--- src/rtl/pcmdc_pkg.sv ---
// Shared types, mode codes and quantizer constants for the PCM down-converter.
// Used by the channel interfaces, the datapath and the core.
package pcmdc_pkg;

  // Conversion mode register codes
  typedef enum logic [1:0] {
    MODE_REDUCE       = 2'd0,
    MODE_HALVE16      = 2'd1,
    MODE_HALVE8       = 2'd2,
    MODE_HALVE_REDUCE = 2'd3
  } mode_t;

  localparam int unsigned SAMPLE_W = 16;
  localparam int unsigned ERR_W    = 32;
  localparam int unsigned Q_W      = 18;
  localparam int unsigned RND_W    = 11;

  // Per-mode rounding offset, mask of the bits below the step, and top code
  typedef struct packed {
    logic [RND_W-1:0] round;
    logic [RND_W-1:0] low_mask;
    logic [Q_W-1:0]   top;
  } quant_cfg_t;

  // Held state that the datapath reads for one transaction
  typedef struct packed {
    logic [ERR_W-1:0]    err;
    logic [SAMPLE_W-1:0] prev;
    logic [SAMPLE_W-1:0] first;
  } dp_state_t;

  // What the datapath hands back for one transaction
  typedef struct packed {
    logic [ERR_W-1:0]    err_next;
    logic [SAMPLE_W-1:0] sample;
  } dp_result_t;

  function automatic quant_cfg_t quant_cfg(input mode_t mode);
    quant_cfg_t c;
    unique case (mode)
      MODE_REDUCE: begin
        c.round    = 11'd127;
        c.low_mask = 11'h0ff;
        c.top      = 18'h0ff00;
      end
      MODE_HALVE16: begin
        c.round    = 11'd2;
        c.low_mask = 11'h003;
        c.top      = 18'h3fffc;
      end
      MODE_HALVE8: begin
        c.round    = 11'd2;
        c.low_mask = 11'h003;
        c.top      = 18'h003fc;
      end
      MODE_HALVE_REDUCE: begin
        c.round    = 11'd512;
        c.low_mask = 11'h3ff;
        c.top      = 18'h3fc00;
      end
      default: begin
        c.round    = 11'd127;
        c.low_mask = 11'h0ff;
        c.top      = 18'h0ff00;
      end
    endcase
    return c;
  endfunction

endpackage

--- src/rtl/pcmdc_stream_if.sv ---
// Valid/ready stream channels for the PCM down-converter input and result.
// Depends on pcmdc_pkg for the sample width.
interface pcmdc_in_if;
  logic                                 valid;
  logic                                 ready;
  logic signed [pcmdc_pkg::SAMPLE_W-1:0] sample_in;
  logic                                 start_of_clip;

  modport source(output valid, output sample_in, output start_of_clip, input ready);
  modport sink(input valid, input sample_in, input start_of_clip, output ready);
endinterface

interface pcmdc_out_if;
  logic                                 valid;
  logic                                 ready;
  logic signed [pcmdc_pkg::SAMPLE_W-1:0] sample_out;

  modport source(output valid, output sample_out, input ready);
  modport sink(input valid, input sample_out, output ready);
endinterface

--- src/rtl/pcmdc_datapath.sv ---
// Filter, error-diffusion quantizer and output formatting for one transaction.
// Depends on pcmdc_pkg for mode codes, quantizer constants and state structs.
module pcmdc_datapath (
  input  pcmdc_pkg::mode_t                    mode,
  input  logic                                start,
  input  logic [pcmdc_pkg::SAMPLE_W-1:0]      sample,
  input  pcmdc_pkg::dp_state_t                state,
  output pcmdc_pkg::dp_result_t               result
);

  pcmdc_pkg::quant_cfg_t        qc;
  logic [pcmdc_pkg::ERR_W-1:0]  err_eff;
  logic signed [19:0]           sum_signed;
  logic [9:0]                   sum_bytes;
  logic [pcmdc_pkg::ERR_W-1:0]  value;
  logic [pcmdc_pkg::ERR_W-1:0]  orig;
  logic signed [32:0]           t;
  logic [pcmdc_pkg::ERR_W-1:0]  t_masked;
  logic [pcmdc_pkg::Q_W-1:0]    q;
  logic [pcmdc_pkg::ERR_W-1:0]  err_next;
  logic [pcmdc_pkg::SAMPLE_W-1:0] sample_fmt;

  assign qc      = pcmdc_pkg::quant_cfg(mode);
  assign err_eff = start ? '0 : state.err;

  // 1-2-1 pair filter on signed samples and on unsigned bytes
  assign sum_signed = 20'(signed'(state.prev)) + 20'(signed'(state.first))
                    + 20'(signed'(state.first)) + 20'(signed'(sample));
  assign sum_bytes  = 10'(state.prev[7:0]) + 10'(state.first[7:0])
                    + 10'(state.first[7:0]) + 10'(sample[7:0]);

  // Offset the value so it is unsigned before quantizing
  always_comb begin
    unique case (mode)
      pcmdc_pkg::MODE_REDUCE:
        value = 32'(signed'(sample)) + 32'd32768;
      pcmdc_pkg::MODE_HALVE8:
        value = 32'(sum_bytes);
      pcmdc_pkg::MODE_HALVE16, pcmdc_pkg::MODE_HALVE_REDUCE:
        value = 32'(sum_signed) + 32'd131072;
      default:
        value = 32'(signed'(sample)) + 32'd32768;
    endcase
  end

  // Add the carried error, round down to the step, clamp to 0..top
  assign orig     = err_eff + value;
  assign t        = signed'({orig[31], orig}) + signed'(33'(qc.round));
  assign t_masked = t[31:0] & ~(32'(qc.low_mask));

  always_comb begin
    priority if (t[32]) begin
      q = '0;
    end else if (t_masked > 32'(qc.top)) begin
      q = qc.top;
    end else begin
      q = t_masked[pcmdc_pkg::Q_W-1:0];
    end
  end

  assign err_next = orig - 32'(q);

  // Scale the quantized value back to the output code
  always_comb begin
    unique case (mode)
      pcmdc_pkg::MODE_REDUCE:       sample_fmt = {8'd0, q[15:8]};
      pcmdc_pkg::MODE_HALVE16:      sample_fmt = {~q[17], q[16:2]};
      pcmdc_pkg::MODE_HALVE8:       sample_fmt = {8'd0, q[9:2]};
      pcmdc_pkg::MODE_HALVE_REDUCE: sample_fmt = {8'd0, q[17:10]};
      default:                      sample_fmt = {8'd0, q[15:8]};
    endcase
  end

  assign result = '{err_next: err_next, sample: sample_fmt};

endmodule

--- src/rtl/pcm_downconvert_error_diffusion_core.sv ---
// PCM down-converter with error-diffusion dither: one sample per clock in every mode while
// the output is not stalled. A transaction is registered at the input, processed against
// the error, pair phase and held samples, and the result lands in an output register, so
// a result passes through the input register and then the output register. The loop from
// the error register through the error add, step mask, clamp and subtract sets the rate.
// Mode 0 gives one result per input; the halving modes give one per pair and drop a trailing odd sample.
// The output register lets the next input be taken while a result waits.
// Depends on pcmdc_pkg, pcmdc_stream_if and pcmdc_datapath.
module pcm_downconvert_error_diffusion_core (
  input  logic              clk,
  input  logic              rst,
  input  logic              cfg_write,
  input  logic [1:0]        cfg_data,
  pcmdc_in_if.sink          in_ch,
  pcmdc_out_if.source       out_ch
);

  pcmdc_pkg::mode_t                  mode;
  logic                              s1_valid;
  logic [pcmdc_pkg::SAMPLE_W-1:0]    s1_sample;
  logic                              s1_start;
  logic [pcmdc_pkg::ERR_W-1:0]       err;
  logic [pcmdc_pkg::SAMPLE_W-1:0]    prev;
  logic [pcmdc_pkg::SAMPLE_W-1:0]    first;
  logic                              phase;
  logic                              out_valid;
  logic [pcmdc_pkg::SAMPLE_W-1:0]    out_sample;

  logic                              phase_eff;
  logic                              gives_result;
  logic                              s1_advance;
  logic                              s1_fire;
  logic                              in_fire;
  pcmdc_pkg::dp_state_t              dp_state;
  pcmdc_pkg::dp_result_t             dp_result;

  // Configuration register
  always_ff @(posedge clk) begin
    if (rst) begin
      mode <= pcmdc_pkg::MODE_REDUCE;
    end else if (cfg_write) begin
      mode <= pcmdc_pkg::mode_t'(cfg_data);
    end
  end

  // Handshake: stage one drains when it makes no result or the output slot frees
  assign phase_eff    = s1_start ? 1'b0 : phase;
  assign gives_result = (mode == pcmdc_pkg::MODE_REDUCE) || phase_eff;
  assign s1_advance   = !gives_result || !out_valid || out_ch.ready;
  assign s1_fire      = s1_valid && s1_advance;
  assign in_ch.ready  = !rst && (!s1_valid || s1_advance);
  assign in_fire      = in_ch.valid && in_ch.ready;

  // Input register
  always_ff @(posedge clk) begin
    if (rst) begin
      s1_valid <= 1'b0;
    end else if (in_fire) begin
      s1_valid <= 1'b1;
    end else if (s1_fire) begin
      s1_valid <= 1'b0;
    end
  end

  always_ff @(posedge clk) begin
    if (in_fire) begin
      s1_sample <= in_ch.sample_in;
      s1_start  <= in_ch.start_of_clip;
    end
  end

  assign dp_state = '{err: err, prev: prev, first: first};

  pcmdc_datapath u_datapath (
    .mode   (mode),
    .start  (s1_start),
    .sample (s1_sample),
    .state  (dp_state),
    .result (dp_result)
  );

  // Update error, held samples and pair phase as each transaction retires
  always_ff @(posedge clk) begin
    if (rst) begin
      err   <= '0;
      prev  <= '0;
      first <= '0;
      phase <= 1'b0;
    end else if (s1_fire) begin
      if (mode == pcmdc_pkg::MODE_REDUCE) begin
        err <= dp_result.err_next;
        if (s1_start) begin
          prev  <= s1_sample;
          phase <= 1'b0;
        end
      end else if (!phase_eff) begin
        err   <= s1_start ? '0 : err;
        first <= s1_sample;
        phase <= 1'b1;
        if (s1_start) begin
          prev <= s1_sample;
        end
      end else begin
        err   <= dp_result.err_next;
        prev  <= s1_sample;
        phase <= 1'b0;
      end
    end
  end

  // Output register: load a result, drop it once taken
  always_ff @(posedge clk) begin
    if (rst) begin
      out_valid <= 1'b0;
    end else if (s1_fire && gives_result) begin
      out_valid <= 1'b1;
    end else if (out_ch.ready) begin
      out_valid <= 1'b0;
    end
  end

  always_ff @(posedge clk) begin
    if (s1_fire && gives_result) begin
      out_sample <= dp_result.sample;
    end
  end

  assign out_ch.valid      = out_valid;
  assign out_ch.sample_out = out_sample;

endmodule

--- src/flat_wrapper.sv ---
// flat-port wrapper written by rule: the top's interface ports become plain ports
module pcm_downconvert_error_diffusion_core_flat 
  (clk, rst, cfg_write, cfg_data, in_ch_valid, in_ch_sample_in, in_ch_start_of_clip, in_ch_ready, out_ch_valid, out_ch_sample_out, out_ch_ready);
  pcmdc_in_if in_ch_i ();
  pcmdc_out_if out_ch_i ();
  input  logic clk;
  input  logic rst;
  input  logic cfg_write;
  input  logic [1:0] cfg_data;
  input wire logic [$bits(in_ch_i.valid)-1:0] in_ch_valid;
  input wire logic [$bits(in_ch_i.sample_in)-1:0] in_ch_sample_in;
  input wire logic [$bits(in_ch_i.start_of_clip)-1:0] in_ch_start_of_clip;
  output wire logic [$bits(in_ch_i.ready)-1:0] in_ch_ready;
  output wire logic [$bits(out_ch_i.valid)-1:0] out_ch_valid;
  output wire logic [$bits(out_ch_i.sample_out)-1:0] out_ch_sample_out;
  input wire logic [$bits(out_ch_i.ready)-1:0] out_ch_ready;
  assign in_ch_i.valid = in_ch_valid;
  assign in_ch_i.sample_in = in_ch_sample_in;
  assign in_ch_i.start_of_clip = in_ch_start_of_clip;
  assign in_ch_ready = in_ch_i.ready;
  assign out_ch_valid = out_ch_i.valid;
  assign out_ch_sample_out = out_ch_i.sample_out;
  assign out_ch_i.ready = out_ch_ready;
  pcm_downconvert_error_diffusion_core u_core (.clk(clk), .rst(rst), .cfg_write(cfg_write), .cfg_data(cfg_data), .in_ch(in_ch_i), .out_ch(out_ch_i));
endmodule
--- config.mk ---
export PLATFORM = sky130hd
export DESIGN_NAME = pcm_downconvert_error_diffusion_core_flat
export DESIGN_NICKNAME = d
export VERILOG_FILES = /design/src/rtl/pcmdc_pkg.sv /design/src/rtl/pcmdc_stream_if.sv /design/src/rtl/pcmdc_datapath.sv /design/src/rtl/pcm_downconvert_error_diffusion_core.sv /design/src/flat_wrapper.sv
export SDC_FILE = /design/constraint.sdc
export NUM_CORES = 1
export LEC_CHECK = 0
export BUFFER_PORTS_ARGS = -buffer_cell sky130_fd_sc_hd__buf_2
export CAP_MARGIN = 20
export CORE_UTILIZATION = 58
export DETAILED_ROUTE_END_ITERATION = 8
export HOLD_SLACK_MARGIN = 0.06
export PLACE_DENSITY_LB_ADDON = 0.1
export SYNTH_ARGS = -nofsm -noshare
export SYNTH_HDL_FRONTEND = slang
export SYNTH_SLANG_ARGS = --single-unit
--- constraint.sdc ---
create_clock -name clk -period 9.5 [get_ports clk]
set_clock_uncertainty 0.2 [all_clocks]
set_input_delay 0.475 -clock clk [delete_from_list [all_inputs] [get_ports clk]]
set_output_delay 0.475 -clock clk [all_outputs]
set_load 0.03 [all_outputs]
==> metrics, run 1 <==
Syn. warnings 0; root buf cell clkbuf_16; Post-synth EDFFs 33; Fin. Hold Viols 0; total nets after synthesis 1422; post-route ant nets 0; Worst Tran Pin Value 1.07 ns; total wire length 27600 um; fin cells 1640; CTS Sinks 102; Primary FF master, synth dfxtp_1; Clk Latency, worst-skew pair 0.36 ns; die area 18000 um2; all-layer global routing usage 0.302; Critical Path Sink Type flop; First-pass DRT Iterations 5; number of I/O port buffers 41; area grow syn2layout 22.3%; Top Ports 42; XOR/XNOR Fraction of Synth Area 0.0683; Reg2Reg Depth 49; Hold EP u_core.s1_sample[0]$_DFFE_PP_; Final WS setup -0.0453 ns; largest family of logic cells by synthesized area compound AO/OA/AOI/OAI gates; fin. max-slew vios 0; DR vias 9820; largest net degree at the start of global routing 63; hpwl dp 20800 um; CP Max Fanout 4; power density cells 257 nW/um2; min-delay worst type primary input to flop; asr flop ratio synth 0; # H-tree levels 3; Yosys top cell area share 0.138; number of global-route vias before repair 9243; share of layout cells above drive strength 1 0.234; Max-Cap Viols 0; unrepaired setup endpoints after global routing yes; failing checks setup timing; drt wl/cell 16.9 um; core area 16800 um2; Yosys cell types 84; ant diodes 0; compound-gate portion of the synthesized area 0.230; top cells by area, synth ha_1 14%, dfxtp_1 14%, edfxtp_1 9.8%; initial antenna violation count 0; CP startpoint kind flop; Worst-path clk slew 0.08 ns; status finished, violations left; Post-Syn Instances 1262; crit-path max cell delay 0.56 ns; hold path start in_ch_sample_in[0]; Final Net Count 1575; synthesized area 10100 um2; gpl congestion 0.952; Reg2Reg Setup Slack -0.05 ns; multiplexer share of the synthesized area 0.0169; chip width 134 um; Initial Util 0.603; first-pass GRT wire length 43500 um; CP Launch Point u_core.first[1]$_SDFFE_PP0P_; RR Endpoint u_core.err[28]$_SDFFE_PP0P_; maximum VDD drop 164 uV; Seq/Total Area, Yosys 0.234; Final TNS setup -0.0843 ns; min cycle time layout 9.55 ns; area leader, netlist ha_1; Worst R2R Start u_core.first[1]$_SDFFE_PP0P_; CP Class flop to flop; fillers 1324; Mean Syn Cell Area 8.03 um2; Slew HR 0.287; Slowest cell on crit path fa_1; drt drc 0; fin crit share 1.00; Post-Synth Simple-Gate Area 0.207; final setup violation count 2; row cnt 47; sequential cell area 2380 um2; dpl cells 1604; cell mode on critical path a21oi_2; Max Buffers Root-to-Sink 2; CTS tree yes; #FFs+latches synth 102; worst hold path depth 1; die height 134 um; Leak 0.00563 uW; multi-input logic area 7710 um2; grt ovf 0; Num CTS Buffers 9; Synth Area in Adders 0.186; vias per cell 5.99; drt initial violations 554; Critical Path RT 9.53 ns; WP data arrival 9.57 ns; Achievable Freq 105 MHz
-- stage by stage --
step	worst slack (ns)	power, uW	util	hold slack, ns	area [um2]
after floorplan	0.0370	1830	-	0.217	10200
after global routing	-0.480	3380	0.737	0.0780	12400
after global placement	-0.103	2440	0.681	0.231	11500
after CTS	0.00943	2900	0.709	0.0814	11900
final	-0.0453	3190	0.737	0.0877	12400
after detailed placement	-0.253	2460	0.681	0.238	11500
-- synthesized netlist by cell type (28+ instances only) --
cell and n:
nor2b_1 40, nand2_1 115, a21o_1 28, nor2_1 129
a21oi_1 107, inv_1 105, ha_1 112, clkbuf_1 41
dfxtp_1 69, o21ai_0 62, xor2_1 31, xnor2_1 48
edfxtp_1 33
-- cells by family (layout without fill, tap and decap cells) --
logic type,Yosys count,in the layout
XOR/XNOR,79,79
AND/OR/NAND/NOR,430,430
AO/OA/AOI/OAI,344,344
adder cells (fa/ha/maj),136,136
multiplexers,16,16
buffers and inverters,155,313
flip-flops,102,102
-- worst max-delay path, delay by kind of cell, from the launching register on --
kind / cells / cell delay, ns
compound gates: 28 / 4.23
fa+ha+maj: 8 / 2.49
simple gates: 7 / 1.65
flops: 1 / 0.35
buf+inv: 4 / 0.28
xor+xnor: 2 / 0.23
-- cell usage in the layout (no fill, tap or decap), types with 14 or more instances in the layout --
cell type and count:
xnor2_1 38, nand2_1 114, a21o_1 28, nor2b_1 40, nand3_1 17, inv_1 100, buf_4 147, ha_1 102
dfxtp_1 66, a21oi_2 14, fa_1 22, o21ai_0 49, nand4_1 18, a22oi_1 23, nand2b_1 14, edfxtp_1 33
a21oi_1 92, xor2_1 27, buf_2 41, nor3_1 20, and2_1 14, nor2_1 122
-- worst max path at each step --
stage / to / cells past startpoint
after floorplan: u_core.err[30]$_SDFFE_PP0P_ / 49
after global placement: u_core.err[30]$_SDFFE_PP0P_ / 49
after detailed placement: u_core.err[30]$_SDFFE_PP0P_ / 49
after CTS: u_core.err[30]$_SDFFE_PP0P_ / 48
after global routing: u_core.err[28]$_SDFFE_PP0P_ / 49
final: u_core.err[28]$_SDFFE_PP0P_ / 49
-- sequential cells by signal (all words and copies together), names as in the netlist --
register and count:
u_core.mode 2, u_core.out_ch.valid 1, u_core.s1_start 1, u_core.phase 1
u_core.s1_valid 1, u_core.prev 16, u_core.s1_sample 16, u_core.first 16
u_core.out_ch.sample_out 16, u_core.err 32
-- metal layers --
layer	vias up	track usage	share of wire
met3	67	0.0280	0.056
li1	4778	-	-
met2	348	0.503	0.47
met5	-	0	0
met1	4627	0.403	0.44
met4	0	0.119	0.029
-- power by group --
group	switching (uW)	internal, uW
clock	187	181
sequential	27.4	513
combinational	1190	1080
total	1410	1780
-- layout make-up --
| cell class | instances | share of cell area |
|---|---|---|
| clock buffer | 9 | 0.0182 |
| multi-input combinational | 1005 | 0.622 |
| sequential | 102 | 0.192 |
| inverter | 105 | 0.0318 |
| timing repair buffer | 192 | 0.109 |
| tap | 220 | 0.0222 |
| clock inverter | 7 | 0.00464 |
-- what timing repair did --
action                                  CTS  global route
resized for setup                        21            91
endpoints found under the setup margin   13            19
setup buffers                            10            11
hold buffers                              0             0
pin swaps                                19            65
No activity file was read; power rests on OpenSTA's default activity.
==> run 2: changes to the inputs <==
MAX_ROUTING_LAYER = met4   (was unset)
SYNTH_HIERARCHICAL = 1   (was unset)
==> run 2 against run 1 <==
The flow still finishes with violations (setup timing). Wire length rose by 21%. Combinational power decreased by 7%. Area after synthesis is 6.4% higher. Cell area up 17%. Global-route usage rose by 5.2 points. Synthesized cell count grew 4.8%. Maximum frequency fell by 6.9%. First-iteration DRC count is 50% higher. Largest cell class unchanged. Largest power group unchanged.
==> metrics, run 2 <==
status finished, violations left; failing checks setup timing; CTS Sinks 102; RR Endpoint u_core/err[29]$_SDFFE_PP0P_; # H-tree levels 3; max FFs per register 32; Top Ports 42; CP startpoint kind flop; drt drc 0; synthesized area 10800 um2; Post-synth EDFFs 33; Slew HR 0.357; power density cells 210 nW/um2; die height 138 um; Critical Path Sink Type flop; Slowest cell on crit path fa_1; core area 18100 um2; Seq/Total Area, Yosys 0.220; area leader, netlist ha_1; top-count cell post-synth nand2_1; CP Max Fanout 6; Max-Cap Viols 0; worst setup path end u_core/err[29]$_SDFFE_PP0P_; Critical Path RT 9.57 ns; CP Launch Point u_core/s1_sample[2]$_DFFE_PP_; CP Class flop to flop; design area 14500 um2; grt ovf 0; #FFs+latches synth 102; XOR/XNOR Fraction of Synth Area 0.0642; Final Net Count 1812; CTS tree yes; Num CTS Buffers 9; number of global-route vias before repair 11.2k; ant diodes 0; Reg2Reg Depth 51; Achievable Freq 97.5 MHz; Max Buffers Root-to-Sink 2; largest reg by FF count u_core/err; Tot Pwr 3050 uW; crit-path max cell delay 0.54 ns; compound-gate portion of the synthesized area 0.217; Syn. warnings 6; Final WS setup -0.758 ns; min-delay worst type primary input to flop; multiplexer share of the synthesized area 0.0540; Leak 0.00684 uW; all-layer global routing usage 0.354; largest net degree at the start of global routing 63; total nets after synthesis 1482; pre-CTS setup slack -0.688 ns; Clk Latency, worst-skew pair 0.36 ns; top cells by area, synth ha_1 13%, dfxtp_1 13%, edfxtp_1 9.2%; fin crit share 1.08; root buf cell clkbuf_16; total wire length 33500 um; Yosys top cell area share 0.130; share of layout cells above drive strength 1 0.333; post-route ant nets 0; Layout Utilization 0.803; Worst Tran Pin Value 0.964 ns; asr flop ratio synth 0; unrepaired setup endpoints after global routing yes; Mean Syn Cell Area 8.15 um2; Fin. Hold Viols 0; First-pass DRT Iterations 6; cell mode on critical path o21ai_2; area grow syn2layout 34.8%; Post-Synth Simple-Gate Area 0.203; initial antenna violation count 0; min cycle time layout 10.26 ns; Synth Area in Adders 0.175; drt initial violations 832; Reg2Reg Setup Slack -0.76 ns; fin. max-slew vios 0; drt wl/cell 17.8 um; die area 19100 um2; largest family of logic cells by synthesized area compound AO/OA/AOI/OAI gates; commonest cells after routing, fill and taps aside 325 x buf_4, 176 x nand2_1, 107 x inv_1; chip width 138 um; row cnt 49; Primary FF master, synth dfxtp_1; final setup violation count 23; Post-DP Area 13100 um2; number of I/O port buffers 41; Worst R2R Start u_core/s1_sample[2]$_DFFE_PP_; Synth top cells by count 179 x nand2_1, 112 x ha_1, 112 x inv_1; Post-Syn Instances 1322; DR vias 11.2k; vias per cell 5.96; hpwl dp 23200 um; first-pass GRT wire length 53300 um; commonest non-fill, non-tap cell in the layout buf_4; Worst-path clk slew 0.08 ns; Yosys cell types 94; WP data arrival 10.33 ns; Initial Util 0.596; maximum VDD drop 192 uV; gpl congestion 0.980
## run 2: changes by cell type after synthesis, sizes merged, moves of 8 or more
| cell | change |
|---|---|
| mux2i | +41 |
| a22oi | -20 |
| nand3 | +9 |
| o21ai | +8 |
| buf | +13 |
| nand2 | +63 |
| a21oi | -16 |
| a21o | -13 |
| nor2 | -54 |
| o211ai | +34 |
## run 2: worst min-delay path by stage
stage | from | to | slack (ns) | depth (start not counted)
2_1_floorplan | u_core/err[0]$_SDFFE_PP0P_ | u_core/err[0]$_SDFFE_PP0P_ | 0.23 | 2
3_3_place_gp | u_core/err[12]$_SDFFE_PP0P_ | u_core/err[12]$_SDFFE_PP0P_ | 0.24 | 2
3_5_place_dp | u_core/first[4]$_SDFFE_PP0P_ | u_core/first[4]$_SDFFE_PP0P_ | 0.25 | 2
4_1_cts | in_ch_sample_in[13] | u_core/s1_sample[13]$_DFFE_PP_ | 0.07 | 1
5_1_grt | in_ch_sample_in[14] | u_core/s1_sample[14]$_DFFE_PP_ | 0.07 | 1
6_report | in_ch_sample_in[14] | u_core/s1_sample[14]$_DFFE_PP_ | 0.08 | 1
## run 2: area by class of cell
cell class | count | area, um2
well taps | 229 | 287
repair buffers | 376 | 2770
clock inverters | 6 | 62.6
clock buffers | 10 | 239
multi-input cells | 1049 | 8370
inverters | 114 | 428
fillers | 1214 | 3560
flip-flops and latches | 102 | 2380
## run 2: worst max-delay path, delay by kind of cell, from the launching register on
| kind | cells | cell delay, ns |
|---|---|---|
| mux | 1 | 0.22 |
| xor+xnor | 3 | 0.45 |
| simple gates | 10 | 1.90 |
| flops | 1 | 0.36 |
| buf+inv | 5 | 0.48 |
| fa+ha+maj | 7 | 2.04 |
| compound gates | 25 | 4.48 |
## run 2: metrics by stage
stage               std cells  hold WS [ns]  TNS [ns]
finish                   1886        0.0802    -13.34
global route             1886        0.0699    -23.67
CTS                      1891        0.0750    -0.883
detailed placement       1803         0.247    -11.74
global placement         1803         0.242     -5.91
floorplan                1322         0.234    -0.982
## run 2: per-layer routing
layer  vias to the layer above  part of all wire  GRT usage
li1                       5352                 -          -
met1                      5333              0.42      0.412
met2                       404              0.48      0.607
met3                       152             0.052     0.0405
met4                         0             0.050      0.172
met5                         -                 0          -
## run 2: timing repair
item,CTS,global route
pin swaps,50,60
endpoints found under the setup margin,22,26
resized for setup,68,59
hold buffers,0,0
buffers inserted,73,14
## run 2: cells by family (layout without fill, tap and decap cells)
logic type	count (synthesis)	count (layout)
compound gates	335	335
xor+xnor	79	79
fa+ha+maj	136	136
buf+inv	171	506
flops	102	102
mux	58	58
simple gates	441	441
## run 2: where the power goes
part | internal (uW) | leakage, uW | switching, uW
sequential | 507 | 0.000875 | 22.0
combinational | 1040 | 0.00582 | 1100
clock | 193 | 0.000148 | 196
==> run 3: changes to the inputs <==
GPL_ROUTABILITY_DRIVEN = 0   (was unset)
RECOVER_POWER = 50   (was unset)
==> run 3 against run 2 <==
The flow finishes with violations (capacitance limit, slew limit, setup timing). Combinational power grew 2%. Register-to-register slack gained 0.05 ns. Sequential cell count is the same. Clock-buffer cell count shrank 1. Die area is the same. Critical endpoint is now u_core/err[24]$_SDFFE_PP0P_. Largest power group unchanged.
==> metrics, run 3 (same netlist as run 2, synthesis figures left out) <==
switch share 0.434; cts hold-fix bufs 0; Critical Path Sink Type flop; pre-CTS setup slack -0.637 ns; Initial Util 0.596; Tot Pwr 3100 uW; number of global-route vias before repair 10.6k; row cnt 49; CP bufs+invs 5; Hold EP u_core/s1_sample[0]$_DFFE_PP_; Final TNS setup -10.60 ns; drt initial violations 856; Reg2Reg Depth 53; worst hold path depth 1; Hold Slack 0.0681 ns; drt wl/cell 17.6 um; Clock Power Share 0.125; Final Net Count 1774; first-pass GRT wire length 50400 um; area grow syn2layout 31.6%; max FFs per register 32; Psw 1340 uW; post-route ant nets 0; share of layout cells above drive strength 1 0.306; chip width 138 um; Worst-path clk slew 0.08 ns; CTS tree yes; fin crit share 1.07; sequential share of power 0.171; Worst Tran Pin Value 1.58 ns; final setup violation count 22; all-layer global routing usage 0.333; drt drc 0; cell mode on critical path o21ai_2; die height 138 um; largest reg by FF count u_core/err; Crit path max-delay family compound AO/OA/AOI/OAI gates; # H-tree levels 3; initial antenna violation count 0; CTS Sinks 102; CP Class flop to flop; Clk Latency, worst-skew pair 0.37 ns; Comb power frac 0.704; First-pass DRT Iterations 7; min cycle time layout 10.21 ns; Max Buffers Root-to-Sink 2; WP data arrival 10.30 ns; largest net degree at the start of global routing 97; DR vias 11.1k; core area 18100 um2; number of I/O port buffers 41; hold path start in_ch_sample_in[0]; CP startpoint kind flop; CP Max Fanout 5; design area 14200 um2; total wire length 32600 um; Slowest cell on crit path fa_1; ant diodes 0; hpwl dp 22500 um; Top Ports 42; Fin. Hold Viols 0; unrepaired setup endpoints after global routing yes; die area 19100 um2; status finished, violations left; commonest cells after routing, fill and taps aside 285 x buf_4, 173 x nand2_1, 106 x inv_1; grt ovf 0; failing checks capacitance limit, slew limit, setup timing; Reg2Reg Setup Slack -0.71 ns; Num CTS Buffers 9; fin. max-slew vios 30; Leak 0.00655 uW; root buf cell clkbuf_16; Critical Path RT 9.59 ns; Achievable Freq 98.0 MHz; power density cells 219 nW/um2; commonest non-fill, non-tap cell in the layout buf_4; Worst R2R Start u_core/s1_sample[2]$_DFFE_PP_; Internal 1760 uW; Post-DP Area 13000 um2; vias per cell 6.00; Max-Cap Viols 1; maximum VDD drop 162 uV; crit-path max cell delay 0.51 ns; min-delay worst type primary input to flop; Final WS setup -0.709 ns; RR Endpoint u_core/err[24]$_SDFFE_PP0P_; Slew HR -0.0504
-- run 3: cell types whose count changed in the layout (fill, tap and decap cells not counted), moves of 3 or more --
cell and change:
nor2_2 +7, buf_4 -40, a21oi_2 +3, nor2_4 -3
o21ai_2 -3, nor2_1 -4, nand2_1 -3, buf_2 -17
o21ai_1 +3, a21oi_1 -4, clkbuf_1 +21
-- run 3: power by group through the flow --
stage | clock, uW | combinational [uW] | sequential (uW)
after floorplan | 0 | 1060 | 551
after global placement | 0 | 1600 | 536
after detailed placement | 0 | 1630 | 538
after CTS | 392 | 1840 | 528
after global routing | 405 | 2330 | 535
final | 388 | 2180 | 529
-- run 3: final cells by class --
| type | count | area [um2] |
|---|---|---|
| inverter | 114 | 428 |
| multi-input combinational | 1049 | 8360 |
| clock buffer | 9 | 225 |
| timing repair buffer | 338 | 2440 |
| clock inverter | 7 | 78.8 |
| fill | 1259 | 3900 |
| tap | 229 | 287 |
| sequential | 102 | 2370 |
-- run 3: worst max path at each step --
stage,cells past startpoint,end,slack [ns],startpoint
4_1_cts,54,u_core/err[30]$_SDFFE_PP0P_,-0.18,u_core/prev[2]$_SDFFE_PP0P_
3_5_place_dp,52,u_core/err[24]$_SDFFE_PP0P_,-0.64,u_core/prev[2]$_SDFFE_PP0P_
2_1_floorplan,56,u_core/err[24]$_SDFFE_PP0P_,-0.18,u_core/s1_sample[2]$_DFFE_PP_
6_report,53,u_core/err[24]$_SDFFE_PP0P_,-0.71,u_core/s1_sample[2]$_DFFE_PP_
5_1_grt,53,u_core/err[24]$_SDFFE_PP0P_,-1.20,u_core/s1_sample[2]$_DFFE_PP_
3_3_place_gp,53,u_core/err[31]$_SDFFE_PP0P_,-0.41,u_core/prev[2]$_SDFFE_PP0P_
-- run 3: metrics by stage --
| stage | utilization | instances |
|---|---|---|
| after floorplan | - | 1322 |
| after global placement | 0.721 | 1787 |
| after detailed placement | 0.721 | 1787 |
| after CTS | 0.764 | 1835 |
| after global routing | 0.785 | 1848 |
| final | 0.785 | 1848 |
-- run 3: timing repair --
item / 4_1_cts / 5_1_grt
gates resized for setup: 51 / 74
pin swaps: 54 / 70
buffers inserted: 36 / 13
endpoints found under the setup margin: 21 / 26
-- run 3: per-layer routing --
layer / wire (um) / global-route usage / share of wire
met3: 1830 / 0.0443 / 0.056
met2: 15900 / 0.573 / 0.49
met4: 1530 / 0.131 / 0.047
met5: 0 / - / 0
met1: 13300 / 0.393 / 0.41
-- run 3: worst register-to-register path: cells and delay by family, from the launching register on --
kind,cells,cell delay (ns)
compound gates,26,4.15
xor+xnor,3,0.44
fa+ha+maj,7,2.20
buf+inv,5,0.43
flops,1,0.37
mux,1,0.19
simple gates,11,2.15
